$ cat src/rtcdt_pkg.sv
// Package: shared types, codes and conversion helpers for the RTC date-time packer.
`default_nettype none

package rtcdt_pkg;

  localparam int unsigned InTdataW  = 40;
  localparam int unsigned OutTdataW = 48;
  localparam int unsigned StatusW   = 2;

  localparam logic [7:0] YearOffMin = 8'd70;
  localparam logic [7:0] YearOffMax = 8'd169;
  localparam logic [7:0] CenturyOff = 8'd100;
  localparam logic [3:0] MonthMax   = 4'd11;
  localparam logic [3:0] MonthFeb   = 4'd1;
  localparam logic [4:0] HourLimit  = 5'd24;
  localparam logic [5:0] MinLimit   = 6'd60;

  typedef enum logic [StatusW-1:0] {
    ST_OK       = 2'd0,
    ST_BAD_YEAR = 2'd1,
    ST_BAD_DATE = 2'd2,
    ST_BAD_TIME = 2'd3
  } status_t;

  typedef struct packed {
    logic [5:0] second;
    logic [5:0] minute;
    logic [4:0] hour;
    logic [2:0] weekday;
    logic [5:0] day_of_month;
    logic [3:0] month_zero_based;
    logic [7:0] years_since_1900;
  } dt_in_t;

  typedef struct packed {
    logic [7:0] year_bcd;
    logic [4:0] month_bcd;
    logic [5:0] day_bcd;
    logic [3:0] weekday_bcd;
    logic [5:0] hours_bcd;
    logic [6:0] minutes_bcd;
    logic [6:0] seconds_bcd;
  } dt_bcd_t;

  // Days per month, zero-based month; unused codes give zero.
  function automatic logic [4:0] month_days(input logic [3:0] month);
    logic [4:0] days;
    unique case (month)
      4'd0, 4'd2, 4'd4, 4'd6, 4'd7, 4'd9, 4'd11: days = 5'd31;
      4'd3, 4'd5, 4'd8, 4'd10:                   days = 5'd30;
      4'd1:                                      days = 5'd28;
      default:                                   days = 5'd0;
    endcase
    return days;
  endfunction

  // Two-digit binary to BCD by reciprocal multiply (exact below 100).
  function automatic logic [7:0] digits_bcd(input logic [6:0] value);
    logic [14:0] prod;
    logic [3:0]  tens;
    logic [6:0]  units;
    prod  = 15'(value) * 15'd205;
    tens  = prod[14:11];
    units = value - 7'(tens) * 7'd10;
    return {tens, units[3:0]};
  endfunction

endpackage

`default_nettype wire

$ cat src/rtc_datetime_validate_bcd_pack.sv
// Top level: validates a binary calendar time and packs it into RTC BCD register bytes.
// One beat is taken every cycle unless a stalled result holds in_tready low. The input
// register takes the beat at the accepting edge, and the checks and BCD conversion between
// it and the result register fill the result register as soon as that register is free, so
// each result passes the input and result registers. While a result waits, the input register
// can still take one beat; in_tready then falls until the waiting result is taken.
`default_nettype none

module rtc_datetime_validate_bcd_pack (
  input  wire logic                               clk,
  input  wire logic                               rst_n,
  input  wire logic                               in_tvalid,
  output logic                                    in_tready,
  // years_since_1900[7:0], month_zero_based[11:8], day_of_month[17:12],
  // weekday[20:18], hour[25:21], minute[31:26], second[37:32], zero[39:38]
  input  wire logic [rtcdt_pkg::InTdataW-1:0]     in_tdata,
  output logic                                    out_tvalid,
  input  wire logic                               out_tready,
  // seconds_bcd[6:0], minutes_bcd[13:7], hours_bcd[19:14], weekday_bcd[23:20],
  // day_bcd[29:24], month_bcd[34:30], year_bcd[42:35], zero[47:43]
  output logic [rtcdt_pkg::OutTdataW-1:0]         out_tdata,
  // status[1:0]
  output logic [rtcdt_pkg::StatusW-1:0]           out_tuser
);

  logic                 in_valid_r;
  logic                 in_valid_nxt;
  rtcdt_pkg::dt_in_t    dt_r;
  logic                 out_valid_r;
  logic                 out_valid_nxt;
  rtcdt_pkg::dt_bcd_t   bcd_r;
  rtcdt_pkg::status_t   status_r;
  rtcdt_pkg::status_t   status_c;
  rtcdt_pkg::dt_bcd_t   bcd_c;
  logic                 out_free;
  logic                 in_take;

  assign out_free  = !out_valid_r || out_tready;
  assign in_tready = !in_valid_r || out_free;
  assign in_take   = in_tvalid && in_tready;

  assign in_valid_nxt  = in_take ? 1'b1 : (out_free ? 1'b0 : in_valid_r);
  assign out_valid_nxt = out_free ? in_valid_r : out_valid_r;

  always_ff @(posedge clk) begin
    if (!rst_n) begin
      in_valid_r  <= 1'b0;
      out_valid_r <= 1'b0;
    end else begin
      in_valid_r  <= in_valid_nxt;
      out_valid_r <= out_valid_nxt;
    end
  end

  always_ff @(posedge clk) begin
    if (in_take) begin
      dt_r <= rtcdt_pkg::dt_in_t'(in_tdata[$bits(rtcdt_pkg::dt_in_t)-1:0]);
    end
    if (out_free && in_valid_r) begin
      bcd_r    <= bcd_c;
      status_r <= status_c;
    end
  end

  rtcdt_check u_check (
    .dt_i     (dt_r),
    .status_o (status_c)
  );

  rtcdt_bcd u_bcd (
    .dt_i     (dt_r),
    .status_i (status_c),
    .bcd_o    (bcd_c)
  );

  assign out_tvalid = out_valid_r;
  assign out_tdata  = {(rtcdt_pkg::OutTdataW - $bits(rtcdt_pkg::dt_bcd_t))'(0), bcd_r};
  assign out_tuser  = status_r;

endmodule

`default_nettype wire

$ cat src/rtcdt_check.sv
// Range and calendar checks giving the status of one date-time beat.
`default_nettype none

module rtcdt_check (
  input  var rtcdt_pkg::dt_in_t  dt_i,
  output rtcdt_pkg::status_t     status_o
);

  logic       year_ok;
  logic       leap;
  logic [5:0] day_limit;
  logic       date_bad;
  logic       time_bad;

  assign year_ok   = (dt_i.years_since_1900 >= rtcdt_pkg::YearOffMin) &&
                     (dt_i.years_since_1900 <= rtcdt_pkg::YearOffMax);
  // Within 1970..2069 only 2000 is a century year, and it is divisible by 400.
  assign leap      = (dt_i.years_since_1900[1:0] == 2'b00);
  assign day_limit = {1'b0, rtcdt_pkg::month_days(dt_i.month_zero_based)} +
                     6'((dt_i.month_zero_based == rtcdt_pkg::MonthFeb) && leap);
  assign date_bad  = (dt_i.month_zero_based > rtcdt_pkg::MonthMax) ||
                     (dt_i.day_of_month == 6'd0) ||
                     (dt_i.day_of_month > day_limit);
  assign time_bad  = (dt_i.hour >= rtcdt_pkg::HourLimit) ||
                     (dt_i.minute >= rtcdt_pkg::MinLimit) ||
                     (dt_i.second >= rtcdt_pkg::MinLimit);

  always_comb begin
    if (!year_ok) begin
      status_o = rtcdt_pkg::ST_BAD_YEAR;
    end else if (date_bad) begin
      status_o = rtcdt_pkg::ST_BAD_DATE;
    end else if (time_bad) begin
      status_o = rtcdt_pkg::ST_BAD_TIME;
    end else begin
      status_o = rtcdt_pkg::ST_OK;
    end
  end

endmodule

`default_nettype wire

$ cat src/rtcdt_bcd.sv
// BCD packing of the RTC time registers, zeroed on a failed check.
`default_nettype none

module rtcdt_bcd (
  input  var rtcdt_pkg::dt_in_t  dt_i,
  input  var rtcdt_pkg::status_t status_i,
  output rtcdt_pkg::dt_bcd_t     bcd_o
);

  logic [6:0] year_2d;
  logic [7:0] sec_b;
  logic [7:0] min_b;
  logic [7:0] hour_b;
  logic [7:0] day_b;
  logic [7:0] mon_b;
  logic [7:0] year_b;

  assign year_2d = (dt_i.years_since_1900 >= rtcdt_pkg::CenturyOff) ?
                   7'(dt_i.years_since_1900 - rtcdt_pkg::CenturyOff) :
                   dt_i.years_since_1900[6:0];

  assign sec_b  = rtcdt_pkg::digits_bcd({1'b0, dt_i.second});
  assign min_b  = rtcdt_pkg::digits_bcd({1'b0, dt_i.minute});
  assign hour_b = rtcdt_pkg::digits_bcd({2'b00, dt_i.hour});
  assign day_b  = rtcdt_pkg::digits_bcd({1'b0, dt_i.day_of_month});
  assign mon_b  = rtcdt_pkg::digits_bcd({3'b000, dt_i.month_zero_based} + 7'd1);
  assign year_b = rtcdt_pkg::digits_bcd(year_2d);

  always_comb begin
    if (status_i == rtcdt_pkg::ST_OK) begin
      bcd_o.seconds_bcd = sec_b[6:0];
      bcd_o.minutes_bcd = min_b[6:0];
      bcd_o.hours_bcd   = hour_b[5:0];
      // weekday plus one never exceeds 8, so binary equals BCD
      bcd_o.weekday_bcd = {1'b0, dt_i.weekday} + 4'd1;
      bcd_o.day_bcd     = day_b[5:0];
      bcd_o.month_bcd   = mon_b[4:0];
      bcd_o.year_bcd    = year_b;
    end else begin
      bcd_o = '0;
    end
  end

endmodule

`default_nettype wire

$ cat config.mk
export PLATFORM = sky130hd
export DESIGN_NAME = rtc_datetime_validate_bcd_pack
export DESIGN_NICKNAME = d
export VERILOG_FILES = /design/src/rtcdt_pkg.sv /design/src/rtc_datetime_validate_bcd_pack.sv /design/src/rtcdt_check.sv /design/src/rtcdt_bcd.sv
export SDC_FILE = /design/constraint.sdc
export NUM_CORES = 1
export LEC_CHECK = 0
export BUFFER_PORTS_ARGS = -buffer_cell sky130_fd_sc_hd__buf_2
export CAP_MARGIN = 20
export CORE_AREA = 8 8 137 139
export CTS_CLUSTER_DIAMETER = 30
export DETAILED_ROUTE_END_ITERATION = 8
export DIE_AREA = 0 0 145 147
export GPL_TIMING_DRIVEN = 1
export PLACE_DENSITY_LB_ADDON = 0.25
export SLEW_MARGIN = 10
export SYNTH_ARGS = -nofsm -noshare
export SYNTH_HDL_FRONTEND = slang
export SYNTH_SLANG_ARGS = --single-unit
$ cat constraint.sdc
create_clock -name clk -period 5.7 [get_ports clk]
set_clock_uncertainty 0.05 [all_clocks]
set_input_delay 0.855 -clock clk [delete_from_list [all_inputs] [get_ports clk]]
set_output_delay 0.855 -clock clk [all_outputs]
set_load 0.03 [all_outputs]
==> results.py, run 1 <==
metrics = {
    "outcome": {
        "outcome": "finished clean",
    },
    "detailed_routing": {
        "top_layer_used": "met5",
        "num_vias": 5142,
        "wl_per_cell_um": 15.65,
        "routed-wl-met3_um": 581,
        "drc": 0,
        "ant_nets": 0,
        "drt-total-wl_um": 16260,
        "viasPerCell": 4.949,
        "met2_length_um": 8452,
        "firstDrtPassIters": 4,
        "drtIter0Drc": 170,
        "wl_met1_um": 6993,
    },
    "yosys": {
        "yosys.area.top_type": "edfxtp_1",
        "synthSimpleGateAreaFrac_pct": 8.289,
        "synth_top_area_share_pct": 32.44,
        "ys_dominant_reg_cell": "edfxtp_1",
        "synth_compound_area_share_pct": 6.611,
        "ys_warn_count": 0,
        "avgSynthCellArea_um2": 11.20,
        "synth_top_cells_by_count": "ha_1 (174), inv_1 (126), edfxtp_1 (83)",
        "async_flop_share_pct": 0,
        "synth_area_leaders": "edfxtp_1 (32%), ha_1 (28%), fa_1 (9.4%)",
        "synth-edff-count": 83,
        "yosys.cell_count.top_type": "ha_1",
        "synth_cell_types": 55,
        "syn-cell-area_mm2": 0.007684,
        "synth_seq_area_share_pct": 33.74,
        "synthCells": 686,
        "synthXorXnorAreaFrac_pct": 5.195,
        "ys_seq_elements": 88,
        "synth_top_family_by_area": "adder cells",
        "synth.mux.area_fraction_pct": 1.417,
        "synthAdderAreaFrac_pct": 37.71,
    },
    "run": {
        "maxCapViolCount": 0,
    },
    "global_routing": {
        "grt_antenna_before_repair": 2,
        "grt_pass1_wl_um": 26590,
        "grt_max_degree": 46,
        "globalRoute.totalOverflow": 0,
        "grt_use_total_pct": 15.34,
        "first_global_vias": 5626,
    },
    "placement": {
        "numPortBuffers": 88,
        "place.gp.congestion": 0.8549,
        "hpwl_um": 12690,
        "place_inst": 1019,
    },
    "cts": {
        "cts_buffers": 9,
        "cts_max_path_buffers": 2,
        "clk_latency_ns": 0.35,
        "cts_tree": "yes",
        "cts-hold-fix-buffers": 0,
        "cts_root_buffer": "clkbuf_16",
        "clock_sinks": 88,
        "clk_pin_slew_worst_paths_ns": 0.07,
        "cts_max_level": 3,
    },
    "timing": {
        "slew_viol_final": 0,
        "fin_tns_setup_ns": 0,
        "fmax_mhz": 180.5,
        "slew_headroom_pct": 56.59,
        "hold_viol": 0,
        "period_needed_ns": 5.540,
        "setup_viol": 0,
        "post-route-period-util_pct": 97.20,
        "tightest_slew_ns": 0.6511,
    },
    "power": {
        "p_seq_share_pct": 29.2,
        "power.density_mw_per_mm2": 299.0,
        "pwr-share-comb_pct": 48.8,
        "p_sw_share_pct": 36.06,
        "intPower_mw": 1.726,
        "ir_worst_vdd_mv": 0.1835,
        "net-switching-power_mw": 0.9730,
        "clockPowerShare_pct": 22.0,
        "p_leak_nw": 4.509,
    },
    "critical_path": {
        "r2r_slack_ns": 0.16,
        "worstRegToRegCells": 24,
        "crit_type": "flop to flop",
        "cp-start-kind": "flop",
        "path_max_fanout": 4,
        "rr_endpoint": "out_tdata[38]$_SDFFCE_PP0P_",
        "cp.arrival_ns": 5.59,
        "worst-endpoint-required_ns": 5.75,
        "end_kind": "flop",
        "reg2reg_from": "dt_r[3]$_DFFE_PP_",
    },
    "floorplan": {
        "initial_core_util_pct": 45.86,
        "coreArea_mm2": 0.01676,
        "io_pins": 96,
        "chipWidth_um": 145,
        "num_rows": 48,
        "die_area_mm2": 0.02132,
        "die_h_um": 147,
    },
    "cells_and_area": {
        "syn_to_final_growth_pct": 17.46,
        "drive_gt1_share_pct": 21.50,
        "final_nets": 1063,
        "fillCellCount": 1456,
        "stdcell_count": 1039,
        "antennaDiodeCount": 0,
    },
    "worst_hold_path": {
        "hold_path_depth": 1,
        "hold_end": "out_tvalid$_SDFFE_PN0P_",
        "hp-start": "in_valid_r$_SDFFE_PN0P_",
        "hp-class": "flop to flop",
    },
}
==> flip-flops by register name, indices dropped and copies added, names as in the netlist, named ones only <==
| name | cells |
|---|---|
| out_tdata | 43 |
| out_tuser | 2 |
| out_tvalid | 1 |
| in_valid_r | 1 |
| dt_r | 38 |
==> cells in the final DEF (no fill, tap or decap), types with 3 or more instances in the layout <==
cell       Yosys  routed
ha_4           0       4
a21o_1         8       8
conb_1         1       5
xor2_1        13      12
nor2_1        54      52
o21a_1         4       4
a21oi_1       20      17
buf_2          0      88
xnor2_2        1       4
edfxtp_1      83      83
nand3_1        8       8
fa_1          36      35
dfxtp_1        5       5
buf_4          7      30
or3_1          5       5
clkbuf_16      0       9
xnor3_1        3       3
xnor2_1       23      20
o21ai_0        8       8
or2_2          9       9
nor3_1         9       9
nand4_1        3       3
ha_1         174     170
a31oi_1        3       3
o22ai_1        3       3
nand2_1       17      17
mux2i_1        6       5
mux2_2         3       3
inv_1        126     124
nor2b_1       12      11
==> layout make-up <==
type	count	area, um2	area share [%]
flip-flops and latches	88	2592	28.73
repair buffers	118	665.6	7.376
multi-input cells	466	4723	52.34
well taps	225	281.5	3.119
inverters	126	473.0	5.241
clock buffers	10	229.0	2.537
clock inverters	6	60.06	0.6655
==> worst max path at each step <==
stage          cells past startpoint  slack, ns                          end              start
2_1_floorplan                     23       0.02  out_tdata[38]$_SDFFCE_PP0P_  dt_r[2]$_DFFE_PP_
3_3_place_gp                      21       0.02  out_tdata[38]$_SDFFCE_PP0P_  dt_r[3]$_DFFE_PP_
3_5_place_dp                      21      -0.11  out_tdata[38]$_SDFFCE_PP0P_  dt_r[3]$_DFFE_PP_
4_1_cts                           24      0.007  out_tdata[38]$_SDFFCE_PP0P_  dt_r[3]$_DFFE_PP_
5_1_grt                           22      -0.07  out_tdata[38]$_SDFFCE_PP0P_  dt_r[3]$_DFFE_PP_
6_report                          24       0.16  out_tdata[38]$_SDFFCE_PP0P_  dt_r[3]$_DFFE_PP_
==> what timing repair did <==
action	CTS	global route
setup buffers	1	3
gates resized for setup	4	21
pin swaps	1	7
setup endpoints to repair	1	2
==> cell families after synthesis <==
| group | Yosys count |
|---|---|
| simple gates | 131 |
| mux | 10 |
| compound gates | 70 |
| other cells | 1 |
| xor+xnor | 40 |
| buf+inv | 136 |
| flops | 88 |
| fa+ha+maj | 210 |
==> critical path, stage by stage (launching register included) <==
cell	delay [ns]
edfxtp_1	0.44
nor2_2	0.12
nand2_1	0.08
o41a_4	0.44
nand2b_4	0.17
xnor2_2	0.15
ha_1	0.34
ha_4	0.23
fa_1	0.51
inv_1	0.06
fa_1	0.50
inv_1	0.04
ha_1	0.30
buf_4	0.13
nand2_1	0.07
nor3_1	0.05
mux2_4	0.31
mux2i_2	0.18
nor2_2	0.12
ha_1	0.15
inv_1	0.05
fa_2	0.40
xnor2_2	0.15
xnor3_1	0.20
nor2_1	0.04
==> metrics by stage <==
| stage | setup slack (ns) | power, mW | hold WS (ns) | instance area, um2 | util [%] |
|---|---|---|---|---|---|
| finish | 0.1599 | 2.699 | 0.4723 | 9025 | 53.86 |
| global route | -0.06618 | 2.911 | 0.5199 | 9025 | 53.86 |
| CTS | 0.007292 | 2.627 | 0.4789 | 8885 | 53.02 |
| detailed placement | -0.1081 | 1.992 | 0.4670 | 8563 | 51.11 |
| global placement | 0.02036 | 1.937 | 0.4505 | 8563 | 51.11 |
| floorplan | 0.01608 | 1.688 | 0.4268 | 7702 | - |
==> metal layers <==
| layer | track usage, % | up-vias |
|---|---|---|
| li1 | - | 2577 |
| met1 | 17.05 | 2486 |
| met2 | 28.04 | 59 |
| met3 | 3.568 | 16 |
| met4 | 5.576 | 4 |
| met5 | 0 | - |
==> power groups by stage <==
stage | combinational, mW | clock (mW) | sequential [mW]
floorplan | 0.847 | 0 | 0.841
global placement | 1.14 | 0 | 0.800
detailed placement | 1.19 | 0 | 0.802
CTS | 1.23 | 0.613 | 0.788
global route | 1.49 | 0.627 | 0.792
finish | 1.32 | 0.594 | 0.787
Power figures use the tool's default switching activity.
==> run 2: changes to the inputs <==
--- a/config.mk
+++ b/config.mk
@@ -7,10 +7,10 @@
 export LEC_CHECK = 0
 export BUFFER_PORTS_ARGS = -buffer_cell sky130_fd_sc_hd__buf_2
 export CAP_MARGIN = 20
-export CORE_AREA = 8 8 137 139
+export CORE_AREA = 8 8 144 133
 export CTS_CLUSTER_DIAMETER = 30
 export DETAILED_ROUTE_END_ITERATION = 8
-export DIE_AREA = 0 0 145 147
+export DIE_AREA = 0 0 152 141
 export GPL_TIMING_DRIVEN = 1
 export PLACE_DENSITY_LB_ADDON = 0.25
 export SLEW_MARGIN = 10
==> run 2 against run 1 <==
Clock-buffer cell count is 1 lower. Clock power is 6.2% lower. Highest routed layer is now met4. Flip-flop and latch count stayed put. Power is 2.8% lower. Register-to-register slack better by 0.08 ns.
==> results.py, run 2 (synthesized netlist as in run 1, its figures left out) <==
metrics = {
    "detailed_routing": {
        "drc": 0,
        "wl_per_cell_um": 15.69,
        "firstDrtPassIters": 4,
        "drtIter0Drc": 189,
        "ant_nets": 0,
        "drt-total-wl_um": 16030,
        "viasPerCell": 5.106,
        "num_vias": 5218,
    },
    "cells_and_area": {
        "final_common_cell": "ha_1",
        "final_cell_mix": "ha_1 (168), inv_1 (124), buf_2 (88), edfxtp_1 (83), nor2_1 (52)",
        "largest_register_ffs": 43,
        "drive_gt1_share_pct": 21.45,
        "final_area_mm2": 0.008964,
        "syn_to_final_growth_pct": 16.66,
        "stdcell_count": 1022,
        "final_nets": 1060,
        "fillCellCount": 1396,
        "regArea_mm2": 0.002592,
        "antennaDiodeCount": 0,
        "multiInputGateArea_mm2": 0.004717,
    },
    "global_routing": {
        "grt_use_met2_pct": 28.05,
        "grt_max_degree": 36,
        "grtUsageMet1_pct": 17.09,
        "grt_pass1_wl_um": 26960,
        "grt-busiest-layer": "met2",
        "globalRoute.totalOverflow": 0,
        "grt_use_total_pct": 15.42,
        "first_global_vias": 5821,
        "grt_use_met3_pct": 3.636,
        "grt_antenna_before_repair": 0,
    },
    "worst_hold_path": {
        "hold_path_depth": 1,
        "hp-class": "flop to flop",
        "hp-start": "in_valid_r$_SDFFE_PN0P_",
        "hold_end": "out_tvalid$_SDFFE_PN0P_",
    },
    "timing": {
        "setup_viol": 0,
        "fin_tns_setup_ns": 0,
        "post-route-period-util_pct": 95.81,
        "fmax_mhz": 183.1,
        "slew_headroom_pct": 36.49,
        "hold_viol": 0,
        "tightest_slew_ns": 0.9497,
        "slew_viol_final": 0,
        "rsz0062_at_grt": "false",
        "period_needed_ns": 5.461,
        "setup_slack_ns": 0.2386,
    },
    "placement": {
        "place.gp.congestion": 0.8442,
        "hpwl_um": 13160,
        "numPortBuffers": 88,
        "place_area_mm2": 0.008523,
        "place_inst": 1002,
        "dpl_worst_slack_ns": -0.1211,
    },
    "critical_path": {
        "slowest_delay_ns": 0.51,
        "cpMaxStageDelayCell": "fa_1",
        "rr_endpoint": "out_tdata[38]$_SDFFCE_PP0P_",
        "cp.arrival_ns": 5.50,
        "crit_type": "flop to flop",
        "cp-start-kind": "flop",
        "cp_common_cell": "xnor2_2",
        "r2r_slack_ns": 0.24,
        "path_cells": "inv_2 > ha_4 > nand2b_4 > a31oi_4 > o41a_4 > nand2b_4 > xnor2_2 > ha_1 > ha_4 > fa_1 > inv_1 > fa_1 > inv_1 > ha_1 > a31o_2 > a31o_2 > or2b_1 > a21oi_2 > xnor2_2 > fa_2 > xnor2_2 > xnor3_1 > nor2_1",
        "worstRegToRegCells": 23,
        "reg2reg_from": "dt_r[3]$_DFFE_PP_",
        "path_max_fanout": 3,
        "worst-endpoint-required_ns": 5.74,
        "end_kind": "flop",
    },
    "outcome": {
        "outcome": "finished clean",
    },
    "floorplan": {
        "die_area_mm2": 0.02143,
        "initial_core_util_pct": 46.26,
        "coreArea_mm2": 0.01661,
        "num_rows": 45,
        "chipWidth_um": 152,
        "die_h_um": 141,
        "io_pins": 96,
    },
    "power": {
        "power.density_mw_per_mm2": 292.7,
        "p_leak_nw": 4.474,
        "ir_worst_vdd_mv": 0.1731,
    },
    "cts": {
        "cts-hold-fix-buffers": 0,
        "clk_pin_slew_worst_paths_ns": 0.07,
        "cts_tree": "yes",
        "cts_max_level": 3,
        "cts_max_path_buffers": 2,
        "cts_buffers": 9,
        "cts_root_buffer": "clkbuf_16",
        "clock_sinks": 88,
        "clk_latency_ns": 0.35,
    },
    "run": {
        "maxCapViolCount": 0,
    },
}
==> run 2: repair_timing <==
action	4_1_cts	5_1_grt
gates resized for setup	5	18
pin swaps	1	8
setup buffers	1	3
endpoints found under the setup margin	1	2
==> run 2: metrics by stage <==
step	hold slack [ns]	util (%)	total power, mW
final	0.4888	53.97	2.624
after global routing	0.5139	53.97	2.843
after CTS	0.4915	53.14	2.571
after detailed placement	0.4796	51.31	1.979
after global placement	0.4489	51.31	1.923
after floorplan	0.4268	-	1.688
==> run 2: cell type report <==
type                            instances  share of cell area, %
Inverter                              126                  5.276
Clock inverter                          7                 0.5444
Multi-Input combinational cell        466                  52.62
Clock buffer                            9                  2.513
Sequential cell                        88                  28.92
Tap cell                              211                  2.945
Timing Repair Buffer                  115                  7.175
==> run 2: worst max-delay path: cells and delay by family, from the launching register on <==
kind / cells / cell delay (ns)
adders and majority gates: 7 / 2.35
AOI/OAI and AO/OA: 5 / 1.06
xor gates and xnor gates: 4 / 0.60
and+or+nand+nor: 4 / 0.50
DFF: 1 / 0.43
buffers and inverters: 3 / 0.22
==> run 2: worst max path at each step <==
stage	cells past startpoint	startpoint	end	slack, ns
global placement	21	dt_r[3]$_DFFE_PP_	out_tdata[38]$_SDFFCE_PP0P_	0.02
CTS	21	dt_r[3]$_DFFE_PP_	out_tdata[38]$_SDFFCE_PP0P_	0.008
finish	23	dt_r[3]$_DFFE_PP_	out_tdata[38]$_SDFFCE_PP0P_	0.24
floorplan	23	dt_r[2]$_DFFE_PP_	out_tdata[38]$_SDFFCE_PP0P_	0.02
detailed placement	21	dt_r[3]$_DFFE_PP_	out_tdata[38]$_SDFFCE_PP0P_	-0.12
global route	21	dt_r[3]$_DFFE_PP_	out_tdata[38]$_SDFFCE_PP0P_	0.03
==> run 2: report_power, final <==
| part | leakage [nW] | total (mW) | internal (mW) | switching (mW) |
|---|---|---|---|---|
| Combinational | 3.53 | 1.28 | 0.611 | 0.668 |
| Sequential | 0.819 | 0.787 | 0.758 | 0.0293 |
| Clock | 0.125 | 0.557 | 0.294 | 0.262 |
| Total | 4.47 | 2.62 | 1.66 | 0.960 |
==> run 2: layer usage <==
| metal | up-vias | part of all wire [%] |
|---|---|---|
| met4 | 0 | 2.9 |
| met5 | - | 0 |
| met3 | 32 | 3.9 |
| met1 | 2514 | 42 |
| li1 | 2578 | - |
| met2 | 94 | 51 |
